`src/hw/rtl/gpib_byte_transfer_engine_core_macros.svh`:
```
// assertion macros for the gpib byte transfer engine
`ifndef GPIB_BYTE_TRANSFER_ENGINE_CORE_MACROS_SVH
`define GPIB_BYTE_TRANSFER_ENGINE_CORE_MACROS_SVH

// same-cycle implication under active-low reset
`define GBTE_ASSERT_IMP(lbl, ck, rn, ante, cons) \
    lbl: assert property (@(posedge ck) disable iff (!(rn)) (ante) |-> (cons)) \
        else $error("gbte: same-cycle check failed");

// next-cycle implication under active-low reset
`define GBTE_ASSERT_NXT(lbl, ck, rn, ante, cons) \
    lbl: assert property (@(posedge ck) disable iff (!(rn)) (ante) |=> (cons)) \
        else $error("gbte: next-cycle check failed");

`endif

```
`src/hw/rtl/gbte_pkg.sv`:
```
// types, codes and helpers shared by the gpib byte transfer engine
`default_nettype none

package gbte_pkg;

    localparam int RES_MAX   = 5;
    localparam int RES_CNT_W = 3;

    typedef enum logic [1:0] {
        KIND_START   = 2'd0,
        KIND_EVENT   = 2'd1,
        KIND_TIMEOUT = 2'd2
    } kind_t;

    typedef enum logic [1:0] {
        MODE_IDLE  = 2'd0,
        MODE_READ  = 2'd1,
        MODE_WRITE = 2'd2,
        MODE_CMD   = 2'd3
    } xfer_mode_t;

    typedef enum logic [2:0] {
        ACT_MASK  = 3'd0,
        ACT_AUX   = 3'd1,
        ACT_STORE = 3'd2,
        ACT_SEND  = 3'd3,
        ACT_DONE  = 3'd4
    } action_t;

    typedef enum logic [1:0] {
        ST_OK       = 2'd0,
        ST_TIMEOUT  = 2'd1,
        ST_OVERFLOW = 2'd2,
        ST_ERROR    = 2'd3
    } xfer_status_t;

    typedef enum logic [0:0] {
        CFG_EOS_ENABLE = 1'b0,
        CFG_EOS_CHAR   = 1'b1
    } cfg_idx_t;

    // interrupt status bits
    localparam logic [7:0] BIT_BI  = 8'h20;
    localparam logic [7:0] BIT_BO  = 8'h10;
    localparam logic [7:0] BIT_END = 8'h08;
    localparam logic [7:0] BIT_ERR = 8'h40;

    // address status bits
    localparam logic [7:0] AS_LISTEN = 8'h04;
    localparam logic [7:0] AS_TALK   = 8'h02;
    localparam logic [7:0] AS_ATN    = 8'h20;

    // aux command codes
    localparam logic [7:0] AUX_LISTEN_OFF = 8'h09;
    localparam logic [7:0] AUX_TALK_OFF   = 8'h0A;
    localparam logic [7:0] AUX_STANDBY    = 8'h0B;
    localparam logic [7:0] AUX_FORCE_EOI  = 8'h08;
    localparam logic [7:0] AUX_NBA_FALSE  = 8'h05;

    typedef struct packed {
        logic [1:0]  kind;
        logic [1:0]  mode;
        logic [15:0] count;
        logic        eoi_on_last;
        logic [7:0]  isr0;
        logic [7:0]  isr1;
        logic [7:0]  rx_byte;
        logic [7:0]  addr_status;
    } item_t;

    typedef struct packed {
        action_t      action;
        logic [7:0]   value;
        logic [15:0]  offset;
        xfer_status_t status;
        logic [15:0]  transferred;
        logic         last;
    } result_t;

    function automatic result_t mk_res(action_t a, logic [7:0] v, logic [15:0] o,
                                       xfer_status_t s, logic [15:0] t);
        result_t r;
        r.action      = a;
        r.value       = v;
        r.offset      = o;
        r.status      = s;
        r.transferred = t;
        r.last        = 1'b0;
        return r;
    endfunction

endpackage

`default_nettype wire

```
`src/hw/rtl/gbte_ifs.sv`:
```
// handshake channels of the gpib byte transfer engine
`default_nettype none

interface gbte_cmd_if;
    logic        valid;
    logic        ready;
    logic [1:0]  kind;
    logic [1:0]  mode;
    logic [15:0] count;
    logic        eoi_on_last;
    logic [7:0]  isr0;
    logic [7:0]  isr1;
    logic [7:0]  rx_byte;
    logic [7:0]  addr_status;

    modport source (
        output valid, kind, mode, count, eoi_on_last, isr0, isr1, rx_byte, addr_status,
        input  ready
    );
    modport sink (
        input  valid, kind, mode, count, eoi_on_last, isr0, isr1, rx_byte, addr_status,
        output ready
    );
endinterface

interface gbte_res_if;
    logic        valid;
    logic        ready;
    logic [2:0]  action;
    logic [7:0]  value;
    logic [15:0] offset;
    logic [1:0]  status;
    logic [15:0] transferred;
    logic        last;

    modport source (
        output valid, action, value, offset, status, transferred, last,
        input  ready
    );
    modport sink (
        input  valid, action, value, offset, status, transferred, last,
        output ready
    );
endinterface

interface gbte_cfg_if;
    logic       valid;
    logic       ready;
    logic [0:0] index;
    logic [7:0] data;

    modport source (
        output valid, index, data,
        input  ready
    );
    modport sink (
        input  valid, index, data,
        output ready
    );
endinterface

`default_nettype wire

```
`src/hw/rtl/gbte_seq.sv`:
```
// transfer state and per-beat result list builder
`default_nettype none

module gbte_seq #(
    parameter int COUNT_BITS = 16
) (
    input  logic                          clk,
    input  logic                          rst_n,
    input  logic                          fire,
    input  gbte_pkg::item_t               item,
    input  logic                          eos_enable,
    input  logic [7:0]                    eos_char,
    output gbte_pkg::result_t             list [gbte_pkg::RES_MAX],
    output logic [gbte_pkg::RES_CNT_W-1:0] n
);
    import gbte_pkg::*;

    xfer_mode_t            mode_reg,   mode_next;
    logic [COUNT_BITS-1:0] left_reg,   left_next;
    logic [COUNT_BITS-1:0] offs_reg,   offs_next;
    logic [COUNT_BITS-1:0] start_reg,  start_next;
    logic                  eoi_reg,    eoi_next;
    xfer_status_t          status_reg, status_next;

    always_comb
    begin
        logic [COUNT_BITS-1:0] cnt_in;
        logic [COUNT_BITS-1:0] diff;
        logic                  complete;
        logic                  fin;
        logic                  do_done;
        logic [7:0]            fin_aux;
        logic [7:0]            fin_chk;
        logic [RES_CNT_W-1:0]  n_v;
        result_t               list_v [RES_MAX];

        mode_next   = mode_reg;
        left_next   = left_reg;
        offs_next   = offs_reg;
        start_next  = start_reg;
        eoi_next    = eoi_reg;
        status_next = status_reg;
        cnt_in      = COUNT_BITS'(item.count);
        diff        = '0;
        complete    = 1'b0;
        fin         = 1'b0;
        do_done     = 1'b0;
        fin_aux     = AUX_LISTEN_OFF;
        fin_chk     = AS_LISTEN;
        n_v         = '0;
        for (int i = 0; i < RES_MAX; i++)
        begin
            list_v[i] = '0;
        end

        case (item.kind)
            KIND_START:
            begin
                if (cnt_in == '0 || item.mode == MODE_IDLE)
                begin
                    list_v[n_v] = mk_res(ACT_DONE, 8'h00, 16'h0000, ST_ERROR, 16'h0000);
                    n_v = n_v + 3'd1;
                end
                else
                begin
                    mode_next   = xfer_mode_t'(item.mode);
                    left_next   = cnt_in;
                    start_next  = cnt_in;
                    offs_next   = '0;
                    eoi_next    = (item.mode == MODE_WRITE) && item.eoi_on_last;
                    status_next = ST_OK;
                    list_v[n_v] = mk_res(ACT_MASK,
                                         (item.mode == MODE_READ) ? BIT_BI : BIT_BO,
                                         16'h0000, ST_OK, 16'h0000);
                    n_v = n_v + 3'd1;
                end
            end
            KIND_EVENT:
            begin
                if (item.isr0 != 8'h00 || item.isr1 != 8'h00)
                begin
                    case (mode_reg)
                        MODE_IDLE:
                        begin
                            list_v[n_v] = mk_res(ACT_MASK, 8'h00, 16'h0000, ST_OK, 16'h0000);
                            n_v = n_v + 3'd1;
                        end
                        MODE_READ:
                        begin
                            if ((item.isr0 & BIT_BI) != 8'h00)
                            begin
                                list_v[n_v] = mk_res(ACT_STORE, item.rx_byte, 16'(offs_reg),
                                                     ST_OK, 16'h0000);
                                n_v = n_v + 3'd1;
                                complete  = eos_enable && (item.rx_byte == eos_char);
                                left_next = left_reg - COUNT_BITS'(1);
                                offs_next = offs_reg + COUNT_BITS'(1);
                            end
                            if ((item.isr0 & BIT_END) != 8'h00)
                            begin
                                complete = 1'b1;
                            end
                            if (!complete && left_next == '0)
                            begin
                                status_next = ST_OVERFLOW;
                                complete    = 1'b1;
                            end
                            fin     = complete;
                            fin_aux = AUX_LISTEN_OFF;
                            fin_chk = AS_LISTEN;
                        end
                        MODE_WRITE:
                        begin
                            if ((item.isr1 & BIT_ERR) != 8'h00)
                            begin
                                list_v[n_v] = mk_res(ACT_MASK, 8'h00, 16'h0000, ST_OK, 16'h0000);
                                n_v = n_v + 3'd1;
                                // give back one byte only if one went out
                                if (left_reg < start_reg)
                                begin
                                    left_next = left_reg + COUNT_BITS'(1);
                                    offs_next = offs_reg - COUNT_BITS'(1);
                                end
                                mode_next   = MODE_IDLE;
                                status_next = ST_ERROR;
                                do_done     = 1'b1;
                            end
                            else if ((item.isr0 & BIT_BO) != 8'h00)
                            begin
                                if (left_reg == '0)
                                begin
                                    fin     = 1'b1;
                                    fin_aux = AUX_TALK_OFF;
                                    fin_chk = AS_TALK;
                                end
                                else
                                begin
                                    if (left_reg == COUNT_BITS'(1) && eoi_reg)
                                    begin
                                        list_v[n_v] = mk_res(ACT_AUX, AUX_FORCE_EOI, 16'h0000,
                                                             ST_OK, 16'h0000);
                                        n_v = n_v + 3'd1;
                                    end
                                    list_v[n_v] = mk_res(ACT_SEND, 8'h00, 16'(offs_reg),
                                                         ST_OK, 16'h0000);
                                    n_v = n_v + 3'd1;
                                    left_next = left_reg - COUNT_BITS'(1);
                                    offs_next = offs_reg + COUNT_BITS'(1);
                                end
                            end
                        end
                        MODE_CMD:
                        begin
                            if ((item.isr0 & BIT_BO) != 8'h00)
                            begin
                                if (left_reg == '0)
                                begin
                                    fin     = 1'b1;
                                    fin_aux = AUX_STANDBY;
                                    fin_chk = AS_ATN;
                                end
                                else
                                begin
                                    list_v[n_v] = mk_res(ACT_SEND, 8'h00, 16'(offs_reg),
                                                         ST_OK, 16'h0000);
                                    n_v = n_v + 3'd1;
                                    left_next = left_reg - COUNT_BITS'(1);
                                    offs_next = offs_reg + COUNT_BITS'(1);
                                end
                            end
                        end
                        default:
                        begin
                        end
                    endcase
                end
            end
            KIND_TIMEOUT:
            begin
                if (mode_reg != MODE_IDLE)
                begin
                    status_next = ST_TIMEOUT;
                    list_v[n_v] = mk_res(ACT_MASK, 8'h00, 16'h0000, ST_OK, 16'h0000);
                    n_v = n_v + 3'd1;
                    if (mode_reg == MODE_READ)
                    begin
                        list_v[n_v] = mk_res(ACT_AUX, AUX_LISTEN_OFF, 16'h0000, ST_OK, 16'h0000);
                        n_v = n_v + 3'd1;
                    end
                    else
                    begin
                        // write abort drops into the command cleanup
                        if (mode_reg == MODE_WRITE)
                        begin
                            list_v[n_v] = mk_res(ACT_AUX, AUX_TALK_OFF, 16'h0000,
                                                 ST_OK, 16'h0000);
                            n_v = n_v + 3'd1;
                        end
                        list_v[n_v] = mk_res(ACT_AUX, AUX_STANDBY, 16'h0000, ST_OK, 16'h0000);
                        n_v = n_v + 3'd1;
                        list_v[n_v] = mk_res(ACT_AUX, AUX_NBA_FALSE, 16'h0000, ST_OK, 16'h0000);
                        n_v = n_v + 3'd1;
                    end
                    mode_next = MODE_IDLE;
                    do_done   = 1'b1;
                end
            end
            default:
            begin
            end
        endcase

        // completion: mask, release command, bus check
        if (fin)
        begin
            list_v[n_v] = mk_res(ACT_MASK, 8'h00, 16'h0000, ST_OK, 16'h0000);
            n_v = n_v + 3'd1;
            list_v[n_v] = mk_res(ACT_AUX, fin_aux, 16'h0000, ST_OK, 16'h0000);
            n_v = n_v + 3'd1;
            if ((item.addr_status & fin_chk) != 8'h00)
            begin
                status_next = ST_ERROR;
            end
            mode_next = MODE_IDLE;
            do_done   = 1'b1;
        end

        if (do_done)
        begin
            diff        = start_next - left_next;
            list_v[n_v] = mk_res(ACT_DONE, 8'h00, 16'h0000, status_next, 16'(diff));
            n_v = n_v + 3'd1;
        end

        if (n_v != '0)
        begin
            list_v[n_v - 3'd1].last = 1'b1;
        end

        list = list_v;
        n    = n_v;
    end

    always_ff @(posedge clk or negedge rst_n)
    begin
        if (!rst_n)
        begin
            mode_reg   <= MODE_IDLE;
            left_reg   <= '0;
            offs_reg   <= '0;
            start_reg  <= '0;
            eoi_reg    <= 1'b0;
            status_reg <= ST_OK;
        end
        else if (fire)
        begin
            mode_reg   <= mode_next;
            left_reg   <= left_next;
            offs_reg   <= offs_next;
            start_reg  <= start_next;
            eoi_reg    <= eoi_next;
            status_reg <= status_next;
        end
    end

endmodule

`default_nettype wire

```
`src/hw/rtl/gpib_byte_transfer_engine_core.sv`:
```
// top level of the gpib byte transfer engine
`default_nettype none
`include "gpib_byte_transfer_engine_core_macros.svh"

// Takes one item (start, chip interrupt event or timeout) into an input register and,
// once the result queue can take it, updates the transfer state and loads every result it
// causes (none to five) into that short result queue; the queue hands out one result beat
// per cycle while the sink is ready. The input register waits until the queue is empty or
// on its last beat, and can take the next item as soon as its own item has been loaded.
// A typical byte event causes one or two results, a completing event three or four,
// and a timeout three (read), four (command write) or five (data write). Configuration
// writes are taken every cycle and should only be made while no transfer result is
// outstanding. There is no clearing pass after reset.
module gpib_byte_transfer_engine_core #(
    parameter int COUNT_BITS = 16
) (
    input  logic        clk,
    input  logic        rst_n,
    gbte_cmd_if.sink    cmd,
    gbte_res_if.source  res,
    gbte_cfg_if.sink    cfg
);
    import gbte_pkg::*;

    logic                 eos_enable_reg;
    logic [7:0]           eos_char_reg;

    logic                 in_vld_reg;
    item_t                in_item_reg;
    item_t                cmd_item;

    result_t              q_reg [RES_MAX];
    logic [RES_CNT_W-1:0] q_cnt_reg;

    result_t              seq_list [RES_MAX];
    logic [RES_CNT_W-1:0] seq_n;
    logic                 load;
    logic                 take;

    assign cfg.ready = 1'b1;

    always_ff @(posedge clk or negedge rst_n)
    begin
        if (!rst_n)
        begin
            eos_enable_reg <= 1'b0;
            eos_char_reg   <= 8'h00;
        end
        else if (cfg.valid)
        begin
            case (cfg.index)
                CFG_EOS_ENABLE: eos_enable_reg <= cfg.data[0];
                CFG_EOS_CHAR:   eos_char_reg   <= cfg.data;
                default:
                begin
                end
            endcase
        end
    end

    assign cmd_item.kind        = cmd.kind;
    assign cmd_item.mode        = cmd.mode;
    assign cmd_item.count       = cmd.count;
    assign cmd_item.eoi_on_last = cmd.eoi_on_last;
    assign cmd_item.isr0        = cmd.isr0;
    assign cmd_item.isr1        = cmd.isr1;
    assign cmd_item.rx_byte     = cmd.rx_byte;
    assign cmd_item.addr_status = cmd.addr_status;

    // the queue can take a new list once it is empty or its last beat is being taken
    assign take      = (q_cnt_reg != '0) && res.ready;
    assign load      = in_vld_reg &&
                       ((q_cnt_reg == '0) || ((q_cnt_reg == RES_CNT_W'(1)) && res.ready));
    assign cmd.ready = !in_vld_reg || load;

    always_ff @(posedge clk or negedge rst_n)
    begin
        if (!rst_n)
        begin
            in_vld_reg <= 1'b0;
        end
        else if (cmd.ready)
        begin
            in_vld_reg <= cmd.valid;
        end
    end

    always_ff @(posedge clk)
    begin
        if (cmd.valid && cmd.ready)
        begin
            in_item_reg <= cmd_item;
        end
    end

    gbte_seq #(
        .COUNT_BITS (COUNT_BITS)
    ) u_seq (
        .clk        (clk),
        .rst_n      (rst_n),
        .fire       (load),
        .item       (in_item_reg),
        .eos_enable (eos_enable_reg),
        .eos_char   (eos_char_reg),
        .list       (seq_list),
        .n          (seq_n)
    );

    always_ff @(posedge clk or negedge rst_n)
    begin
        if (!rst_n)
        begin
            q_cnt_reg <= '0;
        end
        else if (load)
        begin
            q_cnt_reg <= seq_n;
        end
        else if (take)
        begin
            q_cnt_reg <= q_cnt_reg - RES_CNT_W'(1);
        end
    end

    always_ff @(posedge clk)
    begin
        if (load)
        begin
            q_reg <= seq_list;
        end
        else if (take)
        begin
            for (int i = 0; i < RES_MAX - 1; i++)
            begin
                q_reg[i] <= q_reg[i + 1];
            end
        end
    end

    assign res.valid       = (q_cnt_reg != '0);
    assign res.action      = q_reg[0].action;
    assign res.value       = q_reg[0].value;
    assign res.offset      = q_reg[0].offset;
    assign res.status      = q_reg[0].status;
    assign res.transferred = q_reg[0].transferred;
    assign res.last        = q_reg[0].last;

    `GBTE_ASSERT_IMP(a_last_on_final_beat, clk, rst_n, res.valid, res.last == (q_cnt_reg == RES_CNT_W'(1)))
    `GBTE_ASSERT_IMP(a_queue_depth, clk, rst_n, 1'b1, q_cnt_reg <= RES_CNT_W'(RES_MAX))
    `GBTE_ASSERT_NXT(a_stall_holds_queue, clk, rst_n, (q_cnt_reg != '0) && !res.ready, q_cnt_reg == $past(q_cnt_reg))
    `GBTE_ASSERT_NXT(a_accept_fills_input, clk, rst_n, cmd.valid && cmd.ready, in_vld_reg)

endmodule

`default_nettype wire
```
`src/flat_wrapper.sv`:
```
// flat-port wrapper written by rule: the top's interface ports become plain ports
module gpib_byte_transfer_engine_core_flat import gbte_pkg::*;
#(
    parameter int COUNT_BITS = 16
)
  (clk, rst_n, cmd_valid, cmd_kind, cmd_mode, cmd_count, cmd_eoi_on_last, cmd_isr0, cmd_isr1, cmd_rx_byte, cmd_addr_status, cmd_ready, res_valid, res_action, res_value, res_offset, res_status, res_transferred, res_last, res_ready, cfg_valid, cfg_index, cfg_data, cfg_ready);
  gbte_cmd_if cmd_i ();
  gbte_res_if res_i ();
  gbte_cfg_if cfg_i ();
  input  logic clk;
  input  logic rst_n;
  input wire logic [$bits(cmd_i.valid)-1:0] cmd_valid;
  input wire logic [$bits(cmd_i.kind)-1:0] cmd_kind;
  input wire logic [$bits(cmd_i.mode)-1:0] cmd_mode;
  input wire logic [$bits(cmd_i.count)-1:0] cmd_count;
  input wire logic [$bits(cmd_i.eoi_on_last)-1:0] cmd_eoi_on_last;
  input wire logic [$bits(cmd_i.isr0)-1:0] cmd_isr0;
  input wire logic [$bits(cmd_i.isr1)-1:0] cmd_isr1;
  input wire logic [$bits(cmd_i.rx_byte)-1:0] cmd_rx_byte;
  input wire logic [$bits(cmd_i.addr_status)-1:0] cmd_addr_status;
  output wire logic [$bits(cmd_i.ready)-1:0] cmd_ready;
  output wire logic [$bits(res_i.valid)-1:0] res_valid;
  output wire logic [$bits(res_i.action)-1:0] res_action;
  output wire logic [$bits(res_i.value)-1:0] res_value;
  output wire logic [$bits(res_i.offset)-1:0] res_offset;
  output wire logic [$bits(res_i.status)-1:0] res_status;
  output wire logic [$bits(res_i.transferred)-1:0] res_transferred;
  output wire logic [$bits(res_i.last)-1:0] res_last;
  input wire logic [$bits(res_i.ready)-1:0] res_ready;
  input wire logic [$bits(cfg_i.valid)-1:0] cfg_valid;
  input wire logic [$bits(cfg_i.index)-1:0] cfg_index;
  input wire logic [$bits(cfg_i.data)-1:0] cfg_data;
  output wire logic [$bits(cfg_i.ready)-1:0] cfg_ready;
  assign cmd_i.valid = cmd_valid;
  assign cmd_i.kind = cmd_kind;
  assign cmd_i.mode = cmd_mode;
  assign cmd_i.count = cmd_count;
  assign cmd_i.eoi_on_last = cmd_eoi_on_last;
  assign cmd_i.isr0 = cmd_isr0;
  assign cmd_i.isr1 = cmd_isr1;
  assign cmd_i.rx_byte = cmd_rx_byte;
  assign cmd_i.addr_status = cmd_addr_status;
  assign cmd_ready = cmd_i.ready;
  assign res_valid = res_i.valid;
  assign res_action = res_i.action;
  assign res_value = res_i.value;
  assign res_offset = res_i.offset;
  assign res_status = res_i.status;
  assign res_transferred = res_i.transferred;
  assign res_last = res_i.last;
  assign res_i.ready = res_ready;
  assign cfg_i.valid = cfg_valid;
  assign cfg_i.index = cfg_index;
  assign cfg_i.data = cfg_data;
  assign cfg_ready = cfg_i.ready;
  gpib_byte_transfer_engine_core #(.COUNT_BITS(COUNT_BITS)) u_core (.clk(clk), .rst_n(rst_n), .cmd(cmd_i), .res(res_i), .cfg(cfg_i));
endmodule
```
`config.mk`:
```
export PLATFORM = sky130hd
export DESIGN_NAME = gpib_byte_transfer_engine_core_flat
export DESIGN_NICKNAME = d
export VERILOG_FILES = /design/src/hw/rtl/gbte_pkg.sv /design/src/hw/rtl/gbte_ifs.sv /design/src/hw/rtl/gbte_seq.sv /design/src/hw/rtl/gpib_byte_transfer_engine_core.sv /design/src/flat_wrapper.sv
export VERILOG_INCLUDE_DIRS = /design/src /design/src/hw/rtl
export SDC_FILE = /design/constraint.sdc
export NUM_CORES = 1
export LEC_CHECK = 0
export BUFFER_PORTS_ARGS = -buffer_cell sky130_fd_sc_hd__buf_2
export CAP_MARGIN = 10
export CORE_MARGIN = 2
export CORE_UTILIZATION = 50
export CTS_CLUSTER_SIZE = 30
export DETAILED_ROUTE_END_ITERATION = 10
export HOLD_SLACK_MARGIN = 0.02
export PLACE_DENSITY_LB_ADDON = 0.12
export SLEW_MARGIN = 20
export SYNTH_ARGS = -nofsm -noshare
export SYNTH_HDL_FRONTEND = slang
export SYNTH_SLANG_ARGS = --single-unit
```
`constraint.sdc`:
```
create_clock -name clk -period 5.33 [get_ports clk]
set_input_delay 0 -clock clk [delete_from_list [all_inputs] [get_ports clk]]
set_output_delay 0 -clock clk [all_outputs]
set_load 0.005 [all_outputs]
```
# --- Word-level counts from Yosys, hierarchy flattened ---
# Index checks and enable logic that the tools add are counted.
classes:
  bitwise: 18
  reduce_logical: 42
  magnitude_cmp: 15
  addsub: 13
  muxes: 151
  n_eq_ne: 20
ops:
  columns: ["op", "n"]
  rows:
  - ["$mux W230", 7]
  - ["$demux W46 S3", 7]
  - ["$bwmux W230", 4]
  - ["$mux W46", 20]
  - ["$mux W184", 4]
  - ["$pmux W184 S2", 1]
  - ["$mux W16", 19]
  - ["$and A230 B230 Y230", 1]
  - ["$not A230 Y230", 1]
  - ["$and A215 B215 Y215", 1]
  - ["$not A215 Y215", 1]
  - ["$and A168 B210 Y210", 1]
  - ["$not A210 Y210", 1]
  - ["$pmux W46 S4", 1]
  - ["$mux W138", 1]
  - ["$pmux W46 S3", 1]
  - ["$pmux W16 S3", 2]
  - ["$mux W45", 2]
  - ["$mux W44", 2]
  - ["$mux W3", 22]
  - ["$pmux W16 S2", 2]
  - ["$logic_not A16 Y1", 3]
  - ["$mux W2", 21]
  - ["$add A16 B1 Y16 const B", 2]
  - ["other kinds (43)", 132]
word_totals:
  reg_bits: 349
  word_cells: 307

# --- Longest topological paths before layout ---
# Gate-level depths: netlist of run 1.
logic_depth:
  depth_word: 30
  depth_mapped: 28
  mapped_depth_nobuf: 26

# --- Hierarchy ---
# From an unflattened synthesis of run 1, not the netlist that was laid out.
hier_totals:
  cells_unflattened: 1938
  hier_area_um2: 21498.1
modules_own_cells:
  columns: ["mod", "area_each_um2", "cells_each", "seq_area_each_um2", "n_inst"]
  rows:
  - ["gpib_byte_transfer_engine_core", 12368.1, 592, 8823.5, 1]
  - ["gbte_seq", 9130.0, 1346, 1326.3, 1]

# --- Worst setup path after synthesis of run 1 ---
# Ideal clock, no wire load.
synth_path:
  path_kind: "reg2reg"
  startpoint: "register u_core.u_seq.left_reg[0]"
  endpoint: "register u_core.q_reg[107] (netlist name), data pin"
  t_required_ns: 5.062
  setup_time_ns: 0.268
  t_arrival_ns: 5.327
  stages_incl_launch_ff: 29
  setup_slack_ns: -0.265
  cell_sequence: "dfrtp_1 clkbuf_1 inv_1 ha_1 nor3b_1 and4_1 inv_2 and2_1 clkbuf_1 nor2_1 a31o_2 nand2b_1 a311oi_1 a21oi_1 o21ai_0 a21o_1 ha_1 inv_1 fa_1 a21o_1 a21oi_1 o21bai_1 a211oi_1 o31ai_1 o41ai_1 o21bai_1 a21oi_1 xor2_1 o21ai_0"
synth_lines:
  columns: ["item", "line", "rtl"]
  rows:
  - ["start, declared", "gbte_seq.sv:19", "logic [COUNT_BITS-1:0] left_reg, left_next;"]
  - ["start signal, assigned", "gbte_seq.sv:258", "left_reg <= left_next;"]
  - ["$sub A16 B1 Y16", "gbte_seq.sv:96, gbte_seq.sv:147, gbte_seq.sv:167", null]
  - ["$mux W16", "gbte_seq.sv:90", "if ((item.isr0 & BIT_BI) != 8'h00)"]
  - ["$mux W16", "gbte_seq.sv:82", "case (mode_reg)"]
  - ["$mux W16", "gbte_seq.sv:80", "if (item.isr0 != 8'h00 || item.isr1 != 8'h00)"]
  - ["$mux W16", "gbte_seq.sv:56", "case (item.kind)"]
  - ["$pmux W16 S3", "gbte_seq.sv:82", null]
  - ["$mux W16", "gbte_seq.sv:80", null]
  - ["$pmux W16 S2 *", "gbte_seq.sv:56", null]
  - ["named net u_core.u_seq.left_next[0]", "gbte_seq.sv:19", null]
  - ["$sub A16 B16 Y16 *", "gbte_seq.sv:230", "diff = start_next - left_next;"]
  - ["$bwmux W230 *", "gbte_seq.sv:231", "list_v[n_v] = mk_res(ACT_DONE, 8'h00, 16'h0000, status_next, 16'(diff));"]
  - ["$mux W230 *", "gbte_seq.sv:228", "if (do_done)"]
  - ["$bwmux W230", "gbte_seq.sv:237", "list_v[n_v - 3'd1].last = 1'b1;"]
  - ["$mux W230 *", "gbte_seq.sv:235", "if (n_v != '0)"]
  - ["$mux W184 *", "gpib_byte_transfer_engine_core.sv:127", "if (load)"]
  - ["end signal, assigned", "gpib_byte_transfer_engine_core.sv:129", "q_reg <= seq_list;"]
  - ["end signal, assigned by index", "gpib_byte_transfer_engine_core.sv:135", "q_reg[i] <= q_reg[i + 1];"]
  - ["end, declared", "gpib_byte_transfer_engine_core.sv:32", "result_t q_reg [RES_MAX];"]
# The timed path passes the listed nets; every way through them passes the cells marked *. The select of a mux whose other input is x is not followed.
# A chain may end at the register's enable or synchronous reset.

# --- Worst setup path after layout of run 1 ---
layout_path:
  startpoint: "register u_core.u_seq.left_reg[9]"
  endpoint: "register u_core.q_reg[108] (netlist name), data pin"
layout_via:
  elab_chain_len: 30
layout_lines:
  columns: ["item", "line"]
  rows:
  - ["branches (longest 28 deep; another with $add A3 B1 Y3)", null]
  - ["$mux W230 *", "gbte_seq.sv:235"]
  - ["$mux W184 *", "gpib_byte_transfer_engine_core.sv:127"]
# Mark *: on every way between the ends. The select of a mux whose other input is x is not followed.

==> results.cfg, run 1 <==
[logic_synthesis]
synth_seq_cells = 275
synth_compound_area_share_pct = 19.1
synth_top_area_share_pct = 38.8
synthXorXnorAreaFrac_pct = 2.55
synth_edf_count = 209
yosysWarnings = 0
syn_inst = 1609
avgSynthCellArea_um2 = 10.0
yosys.area_share.simple_pct = 16.4
synth_seq_area_share_pct = 49.1
synth_top_cell_by_area = edfxtp_1
synth_cell_types = 98
synth_area_mm2 = 0.0162
synth_top_family_by_area = compound AO/OA/AOI/OAI gates
ys_dominant_reg_cell = edfxtp_1
synthArstFlopShare_pct = 24.0
synth.area.mux_share_pct = 2.69
synth_area_leaders = edfxtp_1 (39%), dfrtp_1 (10%), o21ai_0 (4.4%)
synthAdderAreaFrac_pct = 4.46
synthesis.nets = 1733

[grt]
met1_usage_pct = 39.8
grt_pass1_vias = 13584
grt_use_met2_pct = 49.8
grt-busiest-layer = met2
grt_overflow = 0
grt_max_degree = 86
antenna_found_initial = 0
grtUsageTotal_pct = 30.5
use_met3_pct = 4.58
grt_pass1_wl_um = 78600

[detailed_routing]
post-route-drc-count = 0
wl_per_cell_um = 22.6
drt.antenna.violating_nets = 0
num_vias = 13933
drt_wl_total_um = 51900
post_drt_via_cell_ratio = 6.07
dr.pass1.iters = 5
detail_route.iter0.violations = 1398

[power]
share_comb_of_total_power_pct = 54.4
p_leak_nw = 8.03
switching_share_pct = 42.2
p_seq_share_pct = 29.5
p_total_mw = 12.8
ir_drop_mv = 0.405
powerDensity_mw_per_mm2 = 646
p_clk_share_pct = 16.0
p_int_mw = 7.41
switchingPower_mw = 5.41

[placement]
placed_area_mm2 = 0.0179
hpwlAfterDp_um = 37000
io_buffer_count = 109
gp_congestion = 0.987

[sta]
fin_crit_sh_pct = 99.3
relSlewSlack_pct = 25.0
fmax_mhz = 189
final_hold_viol_count = 0
tns_ns = 0
whs_ns = 0.0581
setup_violations = 0
tightestPinTransition_ns = 1.12
fin_crit_ns = 5.30
rsz0062_at_grt = yes
drv_slew = 0
clock_skew_ns = 0.0139

[finish]
largest_reg_flops = 115
final_cell_mix = edfxtp_1 (209), buf_4 (195), nand2_1 (183)
antenna_cells = 0
synthToLayoutAreaGrowth_pct = 22.8
design_area_mm2 = 0.0199
n_fill_cell = 2671
layout-drive-gt1-share_pct = 24.6
final_common_cell = edfxtp_1
final_util_pct = 62.6
layout.nets = 1993

[floorplanning]
ios = 116
die_w_um = 184
die_area_mm2 = 0.0338
rows = 65
start_util_pct = 51.0
fp.dieH_um = 184
core-area_mm2 = 0.0317

[setup_path]
slowest_delay_ns = 0.41
worstSetupEndpointType = flop
worstPathBufferInverterCount = 2
critPathSlowestCell = dfrtp_1
cp_cell_sequence = ha_4 -> a21o_1 -> a2111oi_4 -> nand2_2 -> buf_4 -> a21oi_4 -> o21ai_2 -> o22a_1 -> mux2_4 -> a21oi_4 -> a211o_1 -> o31ai_2 -> ha_1 -> o21a_1 -> o31a_1 -> o311ai_2 -> buf_4 -> nand4_1 -> a31oi_2 -> nor2b_1 -> o21a_1 -> o41ai_2 -> and3b_2 -> o31ai_1
crit_arrival_ns = 5.70
crit_family = compound AO/OA/AOI/OAI gates
critPathKind = reg2reg
cp_max_fo = 5
cp.required_ns = 5.73
critPathLaunchType = flop

[run_status]
status = complete, no violations

[clock_network]
clock_sinks = 275
cts_buffers = 31
clockBufferDepth = 3
cts_htree_levels = 1
clkTransAtPathRegs_ns = 0.06
cts_root_buffer = clkbuf_16
cts_tree = yes
clock_latency_ns = 0.59

[run]
max_cap_viol_count = 0

[min_path]
hold_class = in2reg
-- layer usage --
layer | part of all wire [%] | wire length, um
met1 | 41 | 21600
met2 | 47 | 24300
met3 | 6.3 | 3250
met4 | 5.4 | 2820
met5 | 0 | 0
-- Yosys cell counts, drive strengths merged, types with 10 or more instances --
cell / number
and3: 13
nor3: 29
a31oi: 14
xnor2: 23
a21oi: 74
clkbuf: 74
nand2b: 16
or3: 11
inv: 47
nor2: 116
nand4: 22
and2: 34
nor2b: 11
ha: 56
xor2: 24
nand3: 41
edfxtp: 209
dfrtp: 66
o21a: 13
a21o: 19
buf: 68
o211ai: 12
mux2: 30
a211oi: 10
o31ai: 24
nor4: 23
a22o: 44
o21ai: 145
nand2: 187
a22oi: 10
-- area by class of cell --
class                           count  area (um2)  share of cell area [%]
Tap cell                          402         503                    2.53
Multi-Input combinational cell   1143        7580                    38.2
Inverter                           49         184                   0.927
Sequential cell                   275        7930                    39.9
Clock buffer                       40         840                    4.23
Clock inverter                     17         139                   0.700
Timing Repair Buffer              369        2670                    13.5
-- power groups by stage --
stage          logic [mW]  clock network [mW]  registers, mW
6_report             6.98                2.06           3.79
5_1_grt              7.54                2.16           3.88
3_5_place_dp         6.43                   0           3.81
4_1_cts              6.62                2.09           3.78
2_1_floorplan        3.96                   0           3.65
3_3_place_gp         6.38                   0           3.79
-- metrics by stage --
| stage | worst slack (ns) | cells |
|---|---|---|
| after floorplan | 0.0131 | 1609 |
| final | 0.0347 | 2295 |
| after detailed placement | -0.462 | 2166 |
| after global placement | -0.342 | 2166 |
| after global routing | -0.254 | 2295 |
| after CTS | 0.0102 | 2290 |
-- worst paths after layout --
check,from,to,slack (ns),cells past startpoint
max,u_core.u_seq.left_reg[9],u_core.q_reg[108],0.03,24
min,cfg_valid,u_core.eos_char_reg[7],0.06,3
max reg2reg,u_core.u_seq.left_reg[9],u_core.q_reg[108],0.03,24
min reg2reg,u_core.eos_enable_reg,u_core.eos_enable_reg,0.50,1
max in group asynchronous,rst_n,u_core.u_seq.left_reg[1],4.38,3
min in group asynchronous,rst_n,u_core.u_seq.start_reg[14],0.18,3
-- logic make-up after synthesis --
| group | count (synthesis) |
|---|---|
| AOI/OAI and AO/OA | 461 |
| xor gates and xnor gates | 47 |
| adders and majority gates | 57 |
| buffers and inverters | 191 |
| DFF | 275 |
| muxes | 39 |
| other | 1 |
| and+or+nand+nor | 538 |
-- worst min-delay path: stages --
cell and delay (ns):
buf_2 0.11, nand2_1 0.28, mux2_2 0.22
-- timing repair --
| item | 4_1_cts | 5_1_grt |
|---|---|---|
| endpoints found under the setup margin | 38 | 42 |
| pin swaps | 8 | 17 |
| endpoints found under the hold margin | 133 | 0 |
| hold buffers | 62 | 0 |
| gates resized for setup | 15 | 42 |
| setup buffers | 5 | 6 |
| gates cloned | 0 | 0 |
(Power assumes the default switching activity.)
==> run 2, diff against run 1 <==
--- a/config.mk
+++ b/config.mk
@@ -7,9 +7,8 @@
 export NUM_CORES = 1
 export LEC_CHECK = 0
 export BUFFER_PORTS_ARGS = -buffer_cell sky130_fd_sc_hd__buf_2
-export CAP_MARGIN = 10
 export CORE_MARGIN = 2
-export CORE_UTILIZATION = 50
+export CORE_UTILIZATION = 48
 export CTS_CLUSTER_SIZE = 30
 export DETAILED_ROUTE_END_ITERATION = 10
 export HOLD_SLACK_MARGIN = 0.02
==> results.cfg, run 2 (same netlist as run 1, synthesis figures left out) <==
[placement]
gp_congestion = 0.950
placed_area_mm2 = 0.0177
place_ws_ns = -0.316
io_buffer_count = 109
hpwlAfterDp_um = 35100

[min_path]
hold_class = in2reg
min_to = u_core.in_item_reg[35]
min_path_cells = 2
min_from = cmd_count[2]

[finish]
synthToLayoutAreaGrowth_pct = 21.6
layout-drive-gt1-share_pct = 22.4
antenna_cells = 0
final_cell_mix = edfxtp_1 (209), nand2_1 (183), buf_4 (153)
final_common_cell = edfxtp_1
layout.nets = 1954
design_area_mm2 = 0.0197
largest_reg_flops = 115
n_fill_cell = 2936

[power]
p_leak_nw = 7.85
ir_drop_mv = 0.473
powerDensity_mw_per_mm2 = 641
p_total_mw = 12.6

[clock_network]
clock_sinks = 275
cts_tree = yes
cts_root_buffer = clkbuf_16
cts_htree_levels = 1
clock_latency_ns = 0.60
cts_buffers = 31
clkTransAtPathRegs_ns = 0.07
clockBufferDepth = 3

[detailed_routing]
dr.pass1.iters = 5
num_vias = 13616
wl_per_cell_um = 21.5
drt_wl_total_um = 49400
post-route-drc-count = 0
detail_route.iter0.violations = 1507
post_drt_via_cell_ratio = 5.91
drt.antenna.violating_nets = 0

[grt]
grtUsageTotal_pct = 27.9
grt_pass1_vias = 13148
grt_pass1_wl_um = 76600
grt_max_degree = 104
grt_overflow = 0
antenna_found_initial = 0

[setup_path]
crit_arrival_ns = 5.51
critPathLaunchType = flop
cp.required_ns = 5.74
r2r_cells = 25
reg2reg_to = u_core.q_reg[154]
worstSetupEndpointType = flop
rrSetupSlack_ns = 0.24
cp_max_fo = 5
rr_startpoint = u_core.u_seq.start_reg[9]
critPathKind = reg2reg

[sta]
rsz0062_at_grt = yes
final_hold_viol_count = 0
setup_violations = 0
tns_ns = 0
fmax_mhz = 196
drv_slew = 0
fin_crit_sh_pct = 95.6
fin_ws_ns = 0.236
tightestPinTransition_ns = 1.02
whs_ns = 0.104
clock_skew_ns = 0.0212
fin_crit_ns = 5.09
relSlewSlack_pct = 31.3

[floorplanning]
rows = 67
die_area_mm2 = 0.0352
die_w_um = 187
fp.dieH_um = 187
start_util_pct = 48.4
ios = 116
core-area_mm2 = 0.0334

[run_status]
status = complete, no violations

[run]
max_cap_viol_count = 0
run 2: cell types whose count changed in the layout (fill, tap and decap cells not counted), sizes merged:
cell and change:
buf -44, inv -1, dlygate4sd3 +5, bufinv +1
clkinvlp -1, clkbuf +6, clkinv -4
run 2: worst max-delay path by stage:
stage	from	to	depth (start not counted)
detailed placement	u_core.u_seq.left_reg[9]	u_core.q_reg[153]	25
CTS	u_core.u_seq.start_reg[9]	u_core.q_reg[153]	26
global route	u_core.u_seq.start_reg[9]	u_core.q_reg[154]	25
global placement	u_core.u_seq.left_reg[9]	u_core.q_reg[153]	25
floorplan	u_core.u_seq.left_reg[0]	u_core.q_reg[107]	28
finish	u_core.u_seq.start_reg[9]	u_core.q_reg[154]	25
run 2: final cells by class:
| class | instances | area (um2) | share of cell area (%) |
|---|---|---|---|
| sequential | 275 | 7930 | 40.3 |
| multi-input combinational | 1143 | 7570 | 38.5 |
| timing repair buffer | 330 | 2380 | 12.1 |
| clock buffer | 46 | 892 | 4.54 |
| tap | 448 | 561 | 2.85 |
| inverter | 49 | 184 | 0.936 |
| clock inverter | 12 | 135 | 0.688 |
run 2: report_power, final:
part | switching, mW | total, mW | leakage, nW | internal, mW
clock | 0.894 | 2.15 | 0.507 | 1.26
sequential | 0.418 | 3.78 | 2.91 | 3.36
combinational | 3.95 | 6.67 | 4.43 | 2.72
total | 5.26 | 12.6 | 7.85 | 7.34
run 2: metrics by stage:
step	cells	utilization, %
finish	2303	58.9
global route	2303	58.9
CTS	2299	58.3
detailed placement	2170	53.0
global placement	2170	53.0
floorplan	1609	-
run 2: repair_timing:
action                     in CTS  in global routing
pin swaps                      17                 10
hold buffers                   67                  0
setup endpoints to repair      25                 39
buffers inserted                4                  4
gates resized for setup        17                 30
hold endpoints to repair      135                  0
run 2: critical path: stages, from the launching register on:
cell and delay (ns):
dfrtp_1 0.39, inv_2 0.08, ha_4 0.20, a21o_1 0.20, a2111oi_4 0.32, nand2_2 0.16
a21o_1 0.21, buf_4 0.15, a211oi_4 0.24, buf_4 0.18, a21oi_1 0.06, o31a_1 0.25
o21a_1 0.12, a221oi_2 0.20, buf_4 0.17, ha_1 0.26, o21a_1 0.13, o311ai_2 0.07
buf_4 0.16, nand4_1 0.08, a31oi_1 0.23, nor2b_1 0.07, o21a_1 0.19, o41ai_2 0.23
and3b_2 0.29, o31ai_2 0.24
run 2: per-layer routing:
metal	routed length, um	global-route usage, %
met5	0	0
met4	1880	9.87
met3	3180	3.81
met2	22700	44.7
met1	21700	39.0
